--- src/hw/rtl/pcm_pkg.sv ---
// Shared types and constants of the palette color modulator.
package pcm_pkg;

	localparam int SECTION_ENTRIES = 256;
	localparam int ROW_ENTRIES     = 16;
	localparam int ROW_SHIFT       = $clog2(ROW_ENTRIES);
	localparam int BANK_COUNT      = 16;

	localparam int CFG_IDX_W  = 3;
	localparam int CFG_DATA_W = 7;

	typedef enum logic [CFG_IDX_W-1:0] {
		REG_MODE         = 3'd0,
		REG_RED_BIAS     = 3'd1,
		REG_GREEN_BIAS   = 3'd2,
		REG_BLUE_BIAS    = 3'd3,
		REG_FULL_SECTION = 3'd4,
		REG_ROW_SELECT   = 3'd5,
		REG_BANK_SELECT  = 3'd6,
		REG_KEEP_RESULT  = 3'd7
	} reg_idx_t;

	localparam logic [2:0] MODE_HALVE  = 3'd5;
	localparam logic [2:0] MODE_GRAY6  = 3'd6;
	localparam logic [2:0] MODE_GRAY12 = 3'd7;

	typedef struct packed {
		logic [2:0]        mode;
		logic signed [6:0] red_bias;
		logic signed [6:0] green_bias;
		logic signed [6:0] blue_bias;
		logic              full_section;
		logic [3:0]        row_select;
		logic [3:0]        bank_select;
		logic              keep_result;
	} cfg_t;

	typedef struct packed {
		logic [7:0] entry;
		logic       last;
	} dest_t;

endpackage

--- src/hw/rtl/pcm_regs.sv ---
// Configuration register file of the palette color modulator.
module pcm_regs (
	input  logic                             clk,
	input  logic                             arst_n,
	input  logic                             cfg_we,
	input  logic [pcm_pkg::CFG_IDX_W-1:0]    cfg_index,
	input  logic [pcm_pkg::CFG_DATA_W-1:0]   cfg_data,
	output pcm_pkg::cfg_t                    cfg
);

	pcm_pkg::cfg_t cfg_q;

	always_ff @(posedge clk or negedge arst_n) begin
		if (!arst_n) begin
			cfg_q <= '0;
		end else if (cfg_we) begin
			unique case (pcm_pkg::reg_idx_t'(cfg_index))
				pcm_pkg::REG_MODE:         cfg_q.mode         <= cfg_data[2:0];
				pcm_pkg::REG_RED_BIAS:     cfg_q.red_bias     <= $signed(cfg_data);
				pcm_pkg::REG_GREEN_BIAS:   cfg_q.green_bias   <= $signed(cfg_data);
				pcm_pkg::REG_BLUE_BIAS:    cfg_q.blue_bias    <= $signed(cfg_data);
				pcm_pkg::REG_FULL_SECTION: cfg_q.full_section <= cfg_data[0];
				pcm_pkg::REG_ROW_SELECT:   cfg_q.row_select   <= cfg_data[3:0];
				pcm_pkg::REG_BANK_SELECT:  cfg_q.bank_select  <= cfg_data[3:0];
				pcm_pkg::REG_KEEP_RESULT:  cfg_q.keep_result  <= cfg_data[0];
				default: ;
			endcase
		end
	end

	assign cfg = cfg_q;

endmodule

--- src/hw/rtl/pcm_position.sv ---
// Destination position counter: entry index and last-entry flag.
module pcm_position #(
	parameter int SECTION_ENTRIES = pcm_pkg::SECTION_ENTRIES,
	localparam int PosW = $clog2(SECTION_ENTRIES)
) (
	input  logic                clk,
	input  logic                arst_n,
	input  logic                advance,
	input  pcm_pkg::cfg_t       cfg,
	output pcm_pkg::dest_t      dest,
	output logic [PosW-1:0]     position
);

	localparam logic [PosW:0] SectionLim = (PosW+1)'(SECTION_ENTRIES);
	localparam logic [PosW:0] RowLim     = (PosW+1)'(pcm_pkg::ROW_ENTRIES);

	logic [PosW-1:0] position_q;
	logic [PosW:0]   pos_inc;
	logic [PosW:0]   limit;
	logic            last;
	logic [7:0]      row_base;

	assign pos_inc  = {1'b0, position_q} + (PosW+1)'(1);
	assign limit    = cfg.full_section ? SectionLim : RowLim;
	assign last     = (pos_inc >= limit);
	assign row_base = 8'(8'(cfg.row_select) << pcm_pkg::ROW_SHIFT);

	always_ff @(posedge clk or negedge arst_n) begin
		if (!arst_n) begin
			position_q <= '0;
		end else if (advance) begin
			position_q <= last ? '0 : pos_inc[PosW-1:0];
		end
	end

	always_comb begin
		dest.last  = last;
		dest.entry = cfg.full_section ? 8'(position_q) : 8'(row_base + 8'(position_q));
	end

	assign position = position_q;

endmodule

--- src/hw/rtl/pcm_modulate.sv ---
// Color modulation datapath: halve, gray or direct bias add, then clamp.
module pcm_modulate (
	input  logic [15:0]    color,
	input  pcm_pkg::cfg_t  cfg,
	output logic [15:0]    result
);

	function automatic logic [4:0] clamp5(input logic signed [7:0] v);
		logic [4:0] c;
		if (v >= 8'sd32)
			c = 5'd31;
		else if (v <= 8'sd0)
			c = 5'd0;
		else
			c = v[4:0];
		return c;
	endfunction

	logic [4:0]         r, g, b;
	logic [7:0]         sum;
	logic [6:0]         div_in;
	logic [14:0]        prod;
	logic [4:0]         gray;
	logic [4:0]         base_r, base_g, base_b;
	logic signed [7:0]  add_r, add_g, add_b;
	logic [4:0]         cr, cg, cb, cb_fix;

	assign r = color[4:0];
	assign g = color[9:5];
	assign b = color[14:10];

	// sum / 6 = (sum >> 1) / 3, sum / 12 = (sum >> 2) / 3; x / 3 = (x * 171) >> 9
	assign sum    = 8'({r, 1'b0}) + 8'(8'(g) * 8'd3) + 8'(b);
	assign div_in = (cfg.mode == pcm_pkg::MODE_GRAY6) ? sum[7:1] : 7'(sum[7:2]);
	assign prod   = 15'(div_in) * 15'd171;
	assign gray   = prod[13:9];

	always_comb begin
		unique case (cfg.mode)
			pcm_pkg::MODE_HALVE: begin
				base_r = 5'(r[4:1]);
				base_g = 5'(g[4:1]);
				base_b = 5'(b[4:1]);
			end
			pcm_pkg::MODE_GRAY6, pcm_pkg::MODE_GRAY12: begin
				base_r = gray;
				base_g = gray;
				base_b = gray;
			end
			default: begin
				base_r = r;
				base_g = g;
				base_b = b;
			end
		endcase
	end

	assign add_r = $signed({3'b000, base_r}) + 8'(cfg.red_bias);
	assign add_g = $signed({3'b000, base_g}) + 8'(cfg.green_bias);
	assign add_b = $signed({3'b000, base_b}) + 8'(cfg.blue_bias);

	assign cr = clamp5(add_r);
	assign cg = clamp5(add_g);
	assign cb = clamp5(add_b);

	// nonzero color must not turn black
	assign cb_fix = ((cr | cg | cb) == 5'd0 && color[14:0] != 15'd0) ? 5'd1 : cb;

	assign result = (color == 16'd0) ? 16'd0 : {color[15], cb_fix, cg, cr};

endmodule

--- src/hw/rtl/palette_color_modulator_top.sv ---
// Top level of the palette color modulator: config, position, two-stage pipeline.
// Throughput is one transaction per cycle while out_stall is low, set by the input
// register and the result register around the single-pass modulation logic, with
// the position counter stepping at input accept. in_stall only rises when both
// stages hold data and out_stall is high. The user must see that configuration is
// written only while no transaction is in flight; the block does not enforce it.
module palette_color_modulator_top #(
	parameter int SECTION_ENTRIES = pcm_pkg::SECTION_ENTRIES
) (
	input  logic                            clk,
	input  logic                            arst_n,
	input  logic                            cfg_we,
	input  logic [pcm_pkg::CFG_IDX_W-1:0]   cfg_index,
	input  logic [pcm_pkg::CFG_DATA_W-1:0]  cfg_data,
	input  logic                            in_valid,
	output logic                            in_stall,
	input  logic [15:0]                     source_color,
	input  logic                            row_animated,
	output logic                            out_valid,
	input  logic                            out_stall,
	output logic [3:0]                      bank,
	output logic [7:0]                      entry_index,
	output logic [15:0]                     packed_result,
	output logic                            write_modified,
	output logic                            write_components,
	output logic                            last_entry
);

	localparam int PosW = $clog2(SECTION_ENTRIES);

	pcm_pkg::cfg_t   cfg;
	pcm_pkg::dest_t  dest;
	logic [PosW-1:0] position;

	logic            in_accept;
	logic            load_s2;
	logic            valid_s1;
	logic [15:0]     color_s1;
	logic            animated_s1;
	pcm_pkg::dest_t  dest_s1;
	logic [15:0]     result;

	logic            valid_s2;
	logic [3:0]      bank_s2;
	logic [7:0]      entry_s2;
	logic [15:0]     packed_s2;
	logic            wmod_s2;
	logic            wcomp_s2;
	logic            last_s2;

	pcm_regs u_regs (
		.clk       (clk),
		.arst_n    (arst_n),
		.cfg_we    (cfg_we),
		.cfg_index (cfg_index),
		.cfg_data  (cfg_data),
		.cfg       (cfg)
	);

	pcm_position #(
		.SECTION_ENTRIES (SECTION_ENTRIES)
	) u_position (
		.clk      (clk),
		.arst_n   (arst_n),
		.advance  (in_accept),
		.cfg      (cfg),
		.dest     (dest),
		.position (position)
	);

	pcm_modulate u_modulate (
		.color  (color_s1),
		.cfg    (cfg),
		.result (result)
	);

	assign load_s2   = valid_s1 && (!valid_s2 || !out_stall);
	assign in_stall  = valid_s1 && valid_s2 && out_stall;
	assign in_accept = in_valid && !in_stall;

	always_ff @(posedge clk or negedge arst_n) begin
		if (!arst_n) begin
			valid_s1 <= 1'b0;
			valid_s2 <= 1'b0;
		end else begin
			if (in_accept)
				valid_s1 <= 1'b1;
			else if (load_s2)
				valid_s1 <= 1'b0;
			if (load_s2)
				valid_s2 <= 1'b1;
			else if (!out_stall)
				valid_s2 <= 1'b0;
		end
	end

	always_ff @(posedge clk) begin
		if (in_accept) begin
			color_s1    <= source_color;
			animated_s1 <= row_animated;
			dest_s1     <= dest;
		end
	end

	always_ff @(posedge clk) begin
		if (load_s2) begin
			bank_s2   <= 4'({3'b000, cfg.bank_select} % 7'(pcm_pkg::BANK_COUNT));
			entry_s2  <= dest_s1.entry;
			packed_s2 <= result;
			wmod_s2   <= cfg.keep_result;
			wcomp_s2  <= cfg.keep_result && !animated_s1;
			last_s2   <= dest_s1.last;
		end
	end

	assign out_valid        = valid_s2;
	assign bank             = bank_s2;
	assign entry_index      = entry_s2;
	assign packed_result    = packed_s2;
	assign write_modified   = wmod_s2;
	assign write_components = wcomp_s2;
	assign last_entry       = last_s2;

	a_pos_wrap: assert property (@(posedge clk) disable iff (!arst_n)
		in_accept && dest.last |=> position == '0)
		else $error("position did not wrap after last entry");

	a_pos_range: assert property (@(posedge clk) disable iff (!arst_n)
		(PosW+1)'(position) < (PosW+1)'(SECTION_ENTRIES))
		else $error("position beyond section");

	a_no_idle_stall: assert property (@(posedge clk) disable iff (!arst_n)
		!valid_s2 |-> !in_stall)
		else $error("input stalled with free result stage");

	a_s1_moves: assert property (@(posedge clk) disable iff (!arst_n)
		valid_s1 && !in_accept && load_s2 |=> !valid_s1)
		else $error("stage 1 transaction duplicated");

endmodule
--- config.mk ---
export PLATFORM = sky130hd
export DESIGN_NAME = palette_color_modulator_top
export DESIGN_NICKNAME = d
export VERILOG_FILES = /design/src/hw/rtl/pcm_pkg.sv /design/src/hw/rtl/pcm_regs.sv /design/src/hw/rtl/pcm_position.sv /design/src/hw/rtl/pcm_modulate.sv /design/src/hw/rtl/palette_color_modulator_top.sv
export SDC_FILE = /design/constraint.sdc
export NUM_CORES = 1
export LEC_CHECK = 0
export BUFFER_PORTS_ARGS = -buffer_cell sky130_fd_sc_hd__buf_4
export CAP_MARGIN = 10
export CORE_MARGIN = 1.5
export CORE_UTILIZATION = 60
export DETAILED_ROUTE_END_ITERATION = 6
export PLACE_DENSITY = 0.89
export SETUP_SLACK_MARGIN = 0.05
export SYNTH_ARGS = -nofsm -noshare
export SYNTH_HDL_FRONTEND = slang
export SYNTH_SLANG_ARGS = --single-unit
--- constraint.sdc ---
create_clock -name clk -period 11.3 [get_ports clk]
set_input_delay 0 -clock clk [delete_from_list [all_inputs] [get_ports clk]]
set_output_delay 0 -clock clk [all_outputs]
set_load 0.02 [all_outputs]
# Word-level counts from Yosys, hierarchy flattened
# Cells that the tools add are included.
dict set report op_classes {
  addsub 7
  n_mul 2
  magnitude_cmp 7
  n_eq_ne 11
  muxes 18
  n_bitwise 2
  n_reduce_logical 26
}
# operator n
set op_table {}
lappend op_table {{$add A6 B7 Y8} 4}
lappend op_table {{$mux W5} 6}
lappend op_table {{$pmux W5 S2} 3}
lappend op_table {{$ge A8 B7 Y1 const B} 3}
lappend op_table {{$le A8 B1 Y1 const B} 3}
lappend op_table {{$eq A3 B3 Y1 const B} 7}
lappend op_table {{$logic_not A16 Y1} 1}
lappend op_table {{$mux W8} 2}
lappend op_table {{$reduce_and A2 Y1} 8}
lappend op_table {{$reduce_bool A15 Y1} 1}
lappend op_table {{$mul A7 B8 Y14 const B} 1}
lappend op_table {{$or A5 B5 Y5} 2}
lappend op_table {{$add A8 B1 Y9 const B} 1}
lappend op_table {{$ge A9 B9 Y1} 1}
lappend op_table {{$mux W9} 1}
lappend op_table {{$add A8 B5 Y8} 1}
lappend op_table {{$add A8 B8 Y8} 1}
lappend op_table {{$mul A5 B2 Y7 const B} 1}
lappend op_table {{$mux W7} 1}
lappend op_table {{$eq A3 B2 Y1 const B} 2}
lappend op_table {{$logic_and A1 B1 Y1} 6}
lappend op_table {{$logic_not A5 Y1} 1}
lappend op_table {{$mux W1} 5}
lappend op_table {{$logic_not A1 Y1} 4}
lappend op_table {{other kinds (6)} 7}
dict set report word_totals {
  ff_bits 101
  in_bits 32
  output_inout_bits 33
  word_cells 95
}

# Longest topological paths before layout
# Gate-level depths: netlist of run 1.
dict set report depth {
  word_depth 15
  ltp_mapped 34
  depth_no_buf 34
}

# Hierarchy
# From an unflattened synthesis of run 1, not the netlist that was laid out.
dict set report unflattened {
  hier_cells 656
  hier_area_um2 7041.8
}
# module n_inst cells_each area_per_inst_um2 seq_area_each_um2
set modules_own_cells {}
lappend modules_own_cells {pcm_modulate 1 409 3029.2 0.0}
lappend modules_own_cells {palette_color_modulator_top 1 66 1810.5 1761.7}
lappend modules_own_cells {pcm_regs 1 78 1321.3 850.8}
lappend modules_own_cells {pcm_position 1 103 880.8 200.2}

# Least setup slack after synthesis of run 1
# OpenSTA, ideal clock, no wires.
dict set report synth_path {
  path_type {register to register}
  start {reg color_s1[7]}
  end {reg packed_s2[10] (netlist: packed_result[10]) (data pin)}
  setup_time_ps 176
  t_arrival_ps 7850
  t_required_ps 11124
  slack_ps 3274
  stages_incl_launch_ff 31
  path_buffers 0
  synth_period_minus_slack_ps 8026
  path_cell_list {edfxtp_1 > inv_1 > fa_1 > inv_1 > fa_1 > ha_1 > fa_1 > a21o_1 > a21oi_1 > xnor2_1 > mux2i_1 > ha_1 > inv_1 > fa_1 > fa_1 > fa_1 > inv_1 > ha_1 > a2111oi_2 > o31ai_1 > o21a_1 > o21a_1 > o31a_1 > a311o_1 > ha_1 > a211o_1 > a2111oi_1 > a211oi_1 > nor4_1 > o311ai_1 > o32ai_1}
}
dict set report synth_between {
  elab_chain_len 15
  elab_cells_between_ends 30
  classes_between {add/sub: 5; mul: 2; order compare: 6; mux: 11; bitwise: 2; reduce/logical: 4}
}
# element line_no
set synth_rtl {}
lappend synth_rtl {{from (decl)} palette_color_modulator_top.sv:38} ;# logic [15:0] color_s1;
lappend synth_rtl {{from (signal assigned)} palette_color_modulator_top.sv:99} ;# color_s1 <= source_color;
lappend synth_rtl {{$mul A5 B2 Y7} pcm_modulate.sv:33} ;# assign sum = 8'({r, 1'b0}) + 8'(8'(g) * 8'd3) + 8'(b);
lappend synth_rtl {{$add A6 B7 Y8} pcm_modulate.sv:33}
lappend synth_rtl {{$add A8 B5 Y8} pcm_modulate.sv:33}
lappend synth_rtl {{$mux W7} pcm_modulate.sv:34} ;# assign div_in = (cfg.mode == pcm_pkg::MODE_GRAY6) ? sum[7:1] : 7'(sum[7:2]);
lappend synth_rtl {{$mul A7 B8 Y14} pcm_modulate.sv:35} ;# assign prod = 15'(div_in) * 15'd171;
lappend synth_rtl {{$pmux W5 S2} pcm_modulate.sv:39} ;# unique case (cfg.mode)
lappend synth_rtl {{$add A6 B7 Y8, on equally long branches} {pcm_modulate.sv:58, pcm_modulate.sv:59}}
lappend synth_rtl {{$le A8 B1 Y1} pcm_modulate.sv:12} ;# else if (v <= 8'sd0)
lappend synth_rtl {{$mux W5} pcm_modulate.sv:12}
lappend synth_rtl {{$mux W5} pcm_modulate.sv:10} ;# if (v >= 8'sd32)
lappend synth_rtl {{$or A5 B5 Y5 (2 in series)} pcm_modulate.sv:67} ;# assign cb_fix = ((cr | cg | cb) == 5'd0 && color[14:0] != 15'd0) ? 5'd1 : cb;
lappend synth_rtl {{$logic_not A5 Y1} pcm_modulate.sv:67}
lappend synth_rtl {{$logic_and A1 B1 Y1} pcm_modulate.sv:67}
lappend synth_rtl {{$mux W1} pcm_modulate.sv:67}
lappend synth_rtl {{to (signal assigned)} palette_color_modulator_top.sv:109} ;# packed_s2 <= result;
lappend synth_rtl {{to (decl)} palette_color_modulator_top.sv:46} ;# logic [15:0] packed_s2;
# Parallel ways exist; a longest one is shown, timed or not.
# A chain may end at the register's enable or synchronous reset.

# Final worst setup path of run 1
# Same ends and word-level chain as after synthesis.

==> run summary, run 1 <==
outcome = complete, but fails checks
failing checks = DRC
die area = 0.0117 sq mm
cell area after synthesis = 0.00664 sq mm
WL met1 = 6280 um
Die Wd = 108 um
fin. max-slew vios = 0
Fin. Hold Viols = 0
HP Class = in2reg
number of flops mapped to enable cells by yosys = 57
Yosys cell types = 67
aggregate global routing overflow = 0
fin util = 71.5%
fin crit share = 80.9%
Final Critical Period = 9.14 ns
CTS Sinks = 101
switch share = 46.5%
Post-synth top cells = inv_1 (66), ha_1 (64), edfxtp_1 (57)
startpoint class of the critical path = flip-flop
Pwr Total = 2390 uW
CTS Root Cell = clkbuf_8
Post-Syn Nets = 733
metal2 WL = 7910 um
Inserted Clock Buffers = 9
Slew Limit Headroom = 19.0%
setup TNS = 0 ns
Fmax achieved = 109 MHz
CP max stage cell = fa_1
Async SR Flop Fraction = 43.6%
Setup violations, final = 0
gpl congestion = 0.914
count leader, synth = inv_1
synth warn = 0
Placement Cell Area = 0.00726 sq mm
CP peak stage delay = 0.57 ns
routed len/inst = 18.5 um
PostCTS Resize Cnt = 0
H-tree levels = 3
setup slack at placement = 2.31 ns
post-synth top area cell = edfxtp_1
Total Routing Usage GR = 28.0%
Mean Syn Cell Area = 10.8 sq um
Final nets = 824
CTS tree = yes
Top FF cell, synth = edfxtp_1
core area = 0.0108 sq mm
Worst Path Buf+Inv = 5
vias per cell = 6.18
Sequential Area = 0.00281 sq mm
MaxCap Viol Count = 0
Slew @ Worst Pin = 1.20 ns
WP data arrival = 9.34 ns
Gate power share = 66.6%
clk buf depth = 2
vias after detailed routing = 5257
router iterations before antenna repair = 7
layout cells sized above 1 = 17.2%
setup slack after layout = 2.16 ns
Area contributors post-synth = edfxtp_1 (26%), dfrtp_1 (17%), ha_1 (12%)
internal power = 1280 uW
delay-heaviest family, CP = adder cells
WL met3 = 1040 um
Seq pwr share = 24.0%
initial antenna violation count = 0
footprint of the multi-input gates = 0.00354 sq mm
Worst-Skew Late Latency = 0.38 ns
DR top layer = met4
Final Skew = 0.00987 ns
Yosys reg bits = 101
Antenna diodes = 0
P_leak = 0.00338 uW
reg2reg setup slack = 2.16 ns
Port Buffers = 64
DRC = 1
initial core utilization = 61.3%
CTS clk-pin slew, worst paths = 0.09 ns
HPWL after DPL = 11400 um
drt total wl = 15700 um
Worst Path Max Fanout = 5
Power Density = 308 mW/mm^2
Starting DRT DRC Count = 388
Worst EP required = 11.50 ns
RSZ-0062 raised after global routing = false
Routed Antenna Nets = 0
Die H = 108 um
CP endpoint kind = flip-flop
Syn Inst Count = 614
first-pass GRT wire length = 25200 um
NetSw = 1110 uW
Layout area overhead = 16.7%
post-route cell area = 0.00775 sq mm
pin count of the biggest net entering global routing = 45
# rows = 38
WS Path Type = reg2reg
clock share of power = 9.4%
vias in the first global route = 5267
Fillers = 715
Synth top area share = 25.8%
num ports = 65
Seq/Total Area, Yosys = 42.3%
VDD IR-drop max = 0.167 mV
metal layers:
layer	up-vias	global-route usage (%)
li1	2420	-
met1	2541	34.0
met2	242	49.0
met3	54	6.39
met4	0	9.77
met5	-	0
final cells by class:
cell class,instances,share of cell area [%]
Inverter,66,3.20
Tap cell,140,2.26
Multi-Input combinational cell,434,45.7
Sequential cell,101,36.3
Clock buffer,12,1.74
Timing Repair Buffer,93,10.2
Clock inverter,4,0.646
what timing repair did:
action | 4_1_cts | 5_1_grt
hold endpoints to repair | 97 | 0
setup buffers | 0 | 0
hold buffers | 28 | 0
state kept, by name (all words and copies together) (netlist names), 4 cells and up:
| name | count |
|---|---|
| bank | 4 |
| packed_result | 16 |
| u_position.position | 8 |
| dest_s1 | 9 |
| color_s1 | 16 |
| entry_index | 8 |
| u_regs.cfg | 34 |
worst min-delay path, cell delays in order:
cell     delay [ns]
buf_4          0.14
nand4_1        0.08
mux2_2         0.15
power by group through the flow:
stage	combinational, uW	clock, uW	sequential, uW
after floorplan	1110	0	594
after global placement	1430	0	571
after detailed placement	1540	0	577
after CTS	1570	226	570
after global routing	1760	239	583
final	1590	225	572
logic make-up (layout without fill, tap and decap cells):
family	after synthesis	after routing	synth area share (%)
adders and majority gates	87	87	19.0
DFF	101	101	42.3
muxes	33	33	5.58
AOI/OAI and AO/OA	136	136	14.0
buffers and inverters	79	175	4.48
and+or+nand+nor	161	161	12.4
xor gates and xnor gates	17	17	2.24
cells in the final DEF (no fill, tap or decap), drive strengths merged, types with 6 or more instances in the layout:
cell and n:
fa 23, clkbuf 12, nor2 32, a211oi 6, buf 65, mux2 32, nor4 7, inv 66
o311ai 6, dfrtp 44, dlygate4sd3 28, ha 64, a21oi 31, edfxtp 57, nand2b 12, nand3 9
nor3 17, xnor2 12, nand2 47, o21ai 33
through the flow:
step | hold WS (ns) | std cells
floorplan | -0.296 | 614
global placement | 0.0153 | 805
detailed placement | 0.0363 | 805
CTS | 0.00159 | 849
global route | 0.0251 | 850
finish | 0.0146 | 850
path summary, 6_finish.rpt:
| kind | from | endpoint | cells after the start |
|---|---|---|---|
| setup / recovery | color_s1[7] | packed_result[10] | 29 |
| hold / removal | cfg_index[2] | u_regs.cfg[0] | 3 |
| setup reg to reg | color_s1[7] | packed_result[10] | 29 |
| hold reg to reg | dest_s1[8] | entry_index[7] | 0 |
| max in group asynchronous | arst_n | u_regs.cfg[9] | 2 |
| min in group asynchronous | arst_n | valid_s1 | 2 |
Note: power is estimated with default switching activity, not from simulation.
==> run 2: changes to the inputs <==
--- a/config.mk
+++ b/config.mk
@@ -5,6 +5,7 @@
 export SDC_FILE = /design/constraint.sdc
 export NUM_CORES = 1
 export LEC_CHECK = 0
+export ABC_AREA = 1
 export BUFFER_PORTS_ARGS = -buffer_cell sky130_fd_sc_hd__buf_4
 export CAP_MARGIN = 10
 export CORE_MARGIN = 1.5
==> constraint.sdc (replaced) <==
create_clock -name clk -period 9 [get_ports clk]
set_input_delay 0 -clock clk [delete_from_list [all_inputs] [get_ports clk]]
set_output_delay 0 -clock clk [all_outputs]
set_load 0.02 [all_outputs]
==> run 2 against run 1 <==
- the run now ends clean
- synthesized area grew 1.6%
- wire length grew 1.2%
- sequential share of layout area shrank 0.50 points
- design area grew 1.4%
- hold slack gained 0.0027 ns
- clock power grew 28%
- critical path depth grew 10
- setup slack lost 1.5 ns
- largest power group unchanged
- highest routed layer unchanged
==> run summary, run 2 <==
outcome = completed
startpoint class of the critical path = flip-flop
initial antenna violation count = 0
RR Startpoint = color_s1[7]
Yosys reg bits = 101
WS Path Type = reg2reg
# rows = 38
gpl congestion = 0.947
H-tree levels = 3
CTS clk-pin slew, worst paths = 0.12 ns
drt total wl = 15900 um
metal2 WL = 7810 um
WHS Path Cells = 3
Area contributors post-synth = edfxtp_1 (25%), dfrtp_1 (16%), ha_1 (12%)
Port Buffers = 64
CP endpoint kind = flip-flop
routed len/inst = 15.7 um
WL met1 = 6400 um
RSZ-0062 raised after global routing = false
Async SR Flop Fraction = 43.6%
num ports = 65
Inserted Clock Buffers = 9
WP data arrival = 8.50 ns
WL met3 = 1190 um
footprint of the multi-input gates = 0.00342 sq mm
most frequent cells in the layout = nand2_1 (171), inv_1 (131), buf_4 (66), ha_1 (64), edfxtp_1 (57)
Post-Syn Nets = 892
delay-heaviest family, CP = adder cells
Synth top area share = 25.4%
VDD IR-drop max = 0.352 mV
Worst-Skew Late Latency = 0.38 ns
CTS Root Cell = clkbuf_8
Hold Crit Start = in_valid
number of flops mapped to enable cells by yosys = 57
Slew @ Worst Pin = 1.11 ns
cell area after synthesis = 0.00675 sq mm
max reg flops = 34
Reg-to-Reg End = packed_result[13]
vias in the first global route = 5447
Top FF cell, synth = edfxtp_1
vias per cell = 5.60
P_leak = 0.00392 uW
Post-synth top cells = nand2_1 (171), inv_1 (131), ha_1 (64)
aggregate global routing overflow = 0
fin crit share = 92.9%
Mean Syn Cell Area = 8.73 sq um
MaxCap Viol Count = 0
CP peak stage delay = 0.56 ns
DR top layer = met4
Pwr Total = 3070 uW
setup slack after layout = 0.639 ns
Routed Antenna Nets = 0
DRC = 0
post-route cell area = 0.00786 sq mm
Slew Limit Headroom = 25.5%
Power Density = 390 mW/mm^2
post-synth top area cell = edfxtp_1
count leader, synth = nand2_1
Syn Inst Count = 773
CTS tree = yes
Final nets = 986
Fmax achieved = 120 MHz
first-pass GRT wire length = 25800 um
Die Wd = 109 um
Final Skew = 0.0196 ns
Yosys cell types = 37
Worst EP required = 9.13 ns
HPWL after DPL = 11300 um
Seq/Total Area, Yosys = 41.7%
Antenna diodes = 0
initial core utilization = 62.0%
most frequent CP cell = fa_1
worst hold endpoint = valid_s1
Starting DRT DRC Count = 561
HP Class = in2reg
Final Critical Period = 8.36 ns
synth warn = 0
Worst Path Max Fanout = 4
die area = 0.0119 sq mm
reg2reg setup slack = 0.64 ns
Placement Cell Area = 0.00739 sq mm
CP max stage cell = fa_1
Layout area overhead = 16.5%
commonest non-fill, non-tap cell in the layout = nand2_1
Total Routing Usage GR = 28.4%
Setup violations, final = 0
Fin. Hold Viols = 0
clk buf depth = 2
vias after detailed routing = 5671
fin. max-slew vios = 0
pin count of the biggest net entering global routing = 45
R2R depth = 39
Die H = 109 um
router iterations before antenna repair = 6
CTS Sinks = 101
Worst Path Buf+Inv = 6
layout cells sized above 1 = 12.0%
Sequential Area = 0.00281 sq mm
core area = 0.0109 sq mm
setup slack at placement = 0.383 ns
Fillers = 729
setup TNS = 0 ns
==> run 2: changes by cell type after synthesis, sizes merged, moves of 18 or more <==
cell / change
nor2: +18
inv: +69
a21oi: +21
nand2: +126
o21ai: +23
mux2: -32
nand3: +36
==> run 2: repair_timing <==
| item | 4_1_cts | 5_1_grt |
|---|---|---|
| endpoints found under the setup margin | 0 | 5 |
| endpoints found under the hold margin | 75 | 0 |
| resized for setup | 0 | 6 |
| setup buffers | 0 | 2 |
| hold buffers | 24 | 0 |
==> run 2: worst reg2reg max path: cells and delay by family (launching register included) <==
kind                     cells  cell delay, ns
AO/OA/AOI/OAI                4            0.63
adder cells (fa/ha/maj)     11            4.48
buffers and inverters        6            0.57
AND/OR/NAND/NOR             17            1.89
flip-flops                   1            0.44
XOR/XNOR                     1            0.17
==> run 2: worst max-delay path by stage <==
stage	cells past startpoint	to	from	slack [ns]
2_1_floorplan	39	packed_result[12]	color_s1[6]	1.27
3_5_place_dp	39	packed_result[13]	color_s1[7]	0.38
6_report	39	packed_result[13]	color_s1[7]	0.64
3_3_place_gp	39	packed_result[12]	color_s1[7]	0.68
5_1_grt	39	packed_result[13]	color_s1[1]	0.08
4_1_cts	39	packed_result[13]	color_s1[7]	0.38
==> run 2: where the power goes <==
group | internal [uW] | switching (uW) | total, uW
Sequential | 595 | 57.1 | 652
Combinational | 780 | 1350 | 2130
Clock | 110 | 178 | 288
Total | 1480 | 1580 | 3070
==> run 2: per-stage QoR <==
step           instances  utilization (%)  hold slack (ns)
6_report            1012             72.2           0.0173
5_1_grt             1012             72.2           0.0175
4_1_cts             1010             71.9           0.0106
3_5_place_dp         970             67.9           0.0345
3_3_place_gp         970             67.9           0.0291
2_1_floorplan        773                -           -0.296
==> run 2: final cells by class <==
class                   instances  area share (%)
clock inverters                 7           0.987
well taps                     140            2.23
flip-flops and latches        101            35.8
clock buffers                   9            1.58
multi-input cells             529            43.6
repair buffers                 90            9.36
inverters                     136            6.49
==> run 2: cells by family (layout without fill, tap and decap cells) <==
group | Yosys count | after routing | share of synthesized area (%)
AOI/OAI and AO/OA | 133 | 133 | 11.0
adders and majority gates | 87 | 87 | 18.7
xor gates and xnor gates | 16 | 16 | 2.08
buffers and inverters | 143 | 242 | 7.95
DFF | 101 | 101 | 41.7
and+or+nand+nor | 293 | 293 | 18.6
==> run 2: per-layer routing <==
metal | GRT usage, % | up-vias
met3 | 6.40 | 57
met5 | 0 | -
met2 | 48.8 | 256
met1 | 35.4 | 2623
met4 | 9.49 | 0
li1 | - | 2735
==> run 3: changes to the inputs <==
--- a/config.mk
+++ b/config.mk
@@ -10,9 +10,11 @@
 export CAP_MARGIN = 10
 export CORE_MARGIN = 1.5
 export CORE_UTILIZATION = 60
+export CTS_CLUSTER_DIAMETER = 60
 export DETAILED_ROUTE_END_ITERATION = 6
-export PLACE_DENSITY = 0.89
+export PLACE_DENSITY = 0.88
 export SETUP_SLACK_MARGIN = 0.05
 export SYNTH_ARGS = -nofsm -noshare
 export SYNTH_HDL_FRONTEND = slang
+export SYNTH_HIERARCHICAL = 1
 export SYNTH_SLANG_ARGS = --single-unit
==> constraint.sdc (replaced) <==
create_clock -name clk -period 8.6 [get_ports clk]
set_input_delay 0 -clock clk [delete_from_list [all_inputs] [get_ports clk]]
set_output_delay 0 -clock clk [all_outputs]
set_load 0.02 [all_outputs]
==> run 3 against run 2 <==
- synthesized cell count grew 13%
- via count grew 9.7%
- maximum frequency up 3.7%
- clock power grew 37%
- highest routed layer unchanged
==> run summary, run 3 <==
Worst-Skew Late Latency = 0.35 ns
fin crit share = 93.8%
Fillers = 784
Crit. Startpoint = color_s1[1]
Starting DRT DRC Count = 602
cell area after synthesis = 0.00723 sq mm
Routed Antenna Nets = 0
Total Routing Usage GR = 28.8%
first-pass GRT wire length = 28800 um
Power Density = 397 mW/mm^2
CP max stage cell = fa_1
Antenna diodes = 0
synth warn = 6
vias in the first global route = 6195
HP Class = in2reg
Post-Syn Nets = 994
WP data arrival = 8.26 ns
initial core utilization = 62.5%
core area = 0.0116 sq mm
Finished Layout Cells = 1121
die area = 0.0127 sq mm
pin count of the biggest net entering global routing = 45
Placement Cell Area = 0.00785 sq mm
Setup violations, final = 0
startpoint class of the critical path = flip-flop
DRC = 0
Final Skew = 0.0116 ns
post-route cell area = 0.00848 sq mm
Slew @ Worst Pin = 1.11 ns
fin util = 73.3%
# rows = 39
Layout area overhead = 17.4%
MaxCap Viol Count = 0
Final nets = 1092
Fin. Hold Viols = 0
layout cells sized above 1 = 13.3%
CP endpoint kind = flip-flop
RR Startpoint = color_s1[1]
routed len/inst = 15.7 um
Hold Crit Start = cfg_index[1]
drt total wl = 17600 um
aggregate global routing overflow = 0
Fmax achieved = 124 MHz
vias per cell = 5.55
H-tree levels = 3
initial antenna violation count = 0
clk buf depth = 2
most frequent cells in the layout = nand2_1 (259), inv_1 (137), nand3_1 (85), buf_4 (69), ha_1 (64)
CTS clk-pin slew, worst paths = 0.08 ns
Worst Path Buf+Inv = 7
P_leak = 0.00442 uW
CTS Sinks = 101
Port Buffers = 64
Mean Syn Cell Area = 8.26 sq um
num ports = 65
max reg flops = 34
VDD IR-drop max = 0.312 mV
delay-heaviest family, CP = adder cells
outcome = completed
HPWL after DPL = 12300 um
router iterations before antenna repair = 5
vias after detailed routing = 6223
Final Critical Period = 8.06 ns
WS Path Type = reg2reg
Slew Limit Headroom = 26.1%
gpl congestion = 0.975
CP peak stage delay = 0.56 ns
fin. max-slew vios = 0
DP Cell Count = 1073
commonest non-fill, non-tap cell in the layout = nand2_1
setup TNS = 0 ns
Syn Inst Count = 875
CTS tree = yes
Inserted Clock Buffers = 9
Worst Path Max Fanout = 5
Die H = 113 um
Worst EP required = 8.80 ns
Die Wd = 113 um
CTS Root Cell = clkbuf_16
-- run 3: cell count changes in the layout (fill, tap and decap cells not counted), moves of 18 or more --
| cell | previous run | this run |
|---|---|---|
| a21oi_1 | 49 | 31 |
| nand2_1 | 171 | 259 |
| nand3_1 | 43 | 85 |
| o21ai_0 | 47 | 18 |
-- run 3: worst paths after layout --
| kind | end | slack [ns] | depth (start not counted) |
|---|---|---|---|
| hold / removal | u_regs/cfg[27] | 0.02 | 4 |
| setup reg to reg | packed_result[10] | 0.54 | 40 |
| setup / recovery | packed_result[10] | 0.54 | 40 |
| hold reg to reg | entry_index[2] | 0.42 | 0 |
| max in group asynchronous | u_regs/cfg[12] | 8.00 | 2 |
| min in group asynchronous | u_position/position[1] | 0.19 | 2 |
-- run 3: timing repair --
action | CTS | global route
hold endpoints to repair | 96 | 0
resized for setup | 0 | 8
setup endpoints to repair | 0 | 1
setup buffers | 0 | 4
hold buffers | 28 | 0
-- run 3: worst register-to-register path, delay by kind of cell, from the launching register on --
kind	cells	cell delay (ns)
xor+xnor	1	0.15
compound gates	3	0.39
buf+inv	7	0.47
flops	1	0.40
simple gates	18	1.87
fa+ha+maj	11	4.60
-- run 3: per-layer routing --
metal / routed length, um / global-route usage (%) / vias to the layer above
met5: 0 / 0 / -
met4: 483 / 10.8 / 0
met3: 1140 / 6.05 / 53
met2: 8880 / 50.9 / 258
met1: 7070 / 34.9 / 2891
li1: - / - / 3021
-- run 3: final cells by class --
type	instances	area, sq um	share of cell area (%)
well taps	143	179	2.11
clock inverters	6	62.6	0.738
flip-flops and latches	101	2810	33.2
multi-input cells	617	3840	45.3
inverters	147	559	6.60
repair buffers	97	798	9.41
clock buffers	10	229	2.70
-- run 3: power breakdown --
part           internal (uW)  switching, uW
clock network            205            192
registers                616           62.2
logic                    855           1440
total                   1680           1690
-- run 3: metrics by stage --
stage / worst slack, ns / hold slack [ns] / power [uW]
finish: 0.537 / 0.0170 / 3370
global route: -0.00902 / 0.0322 / 3720
CTS: 0.488 / 0.00702 / 3270
detailed placement: 0.533 / 0.0358 / 2840
global placement: 0.627 / 0.0281 / 2780
floorplan: 1.24 / -0.296 / 2320
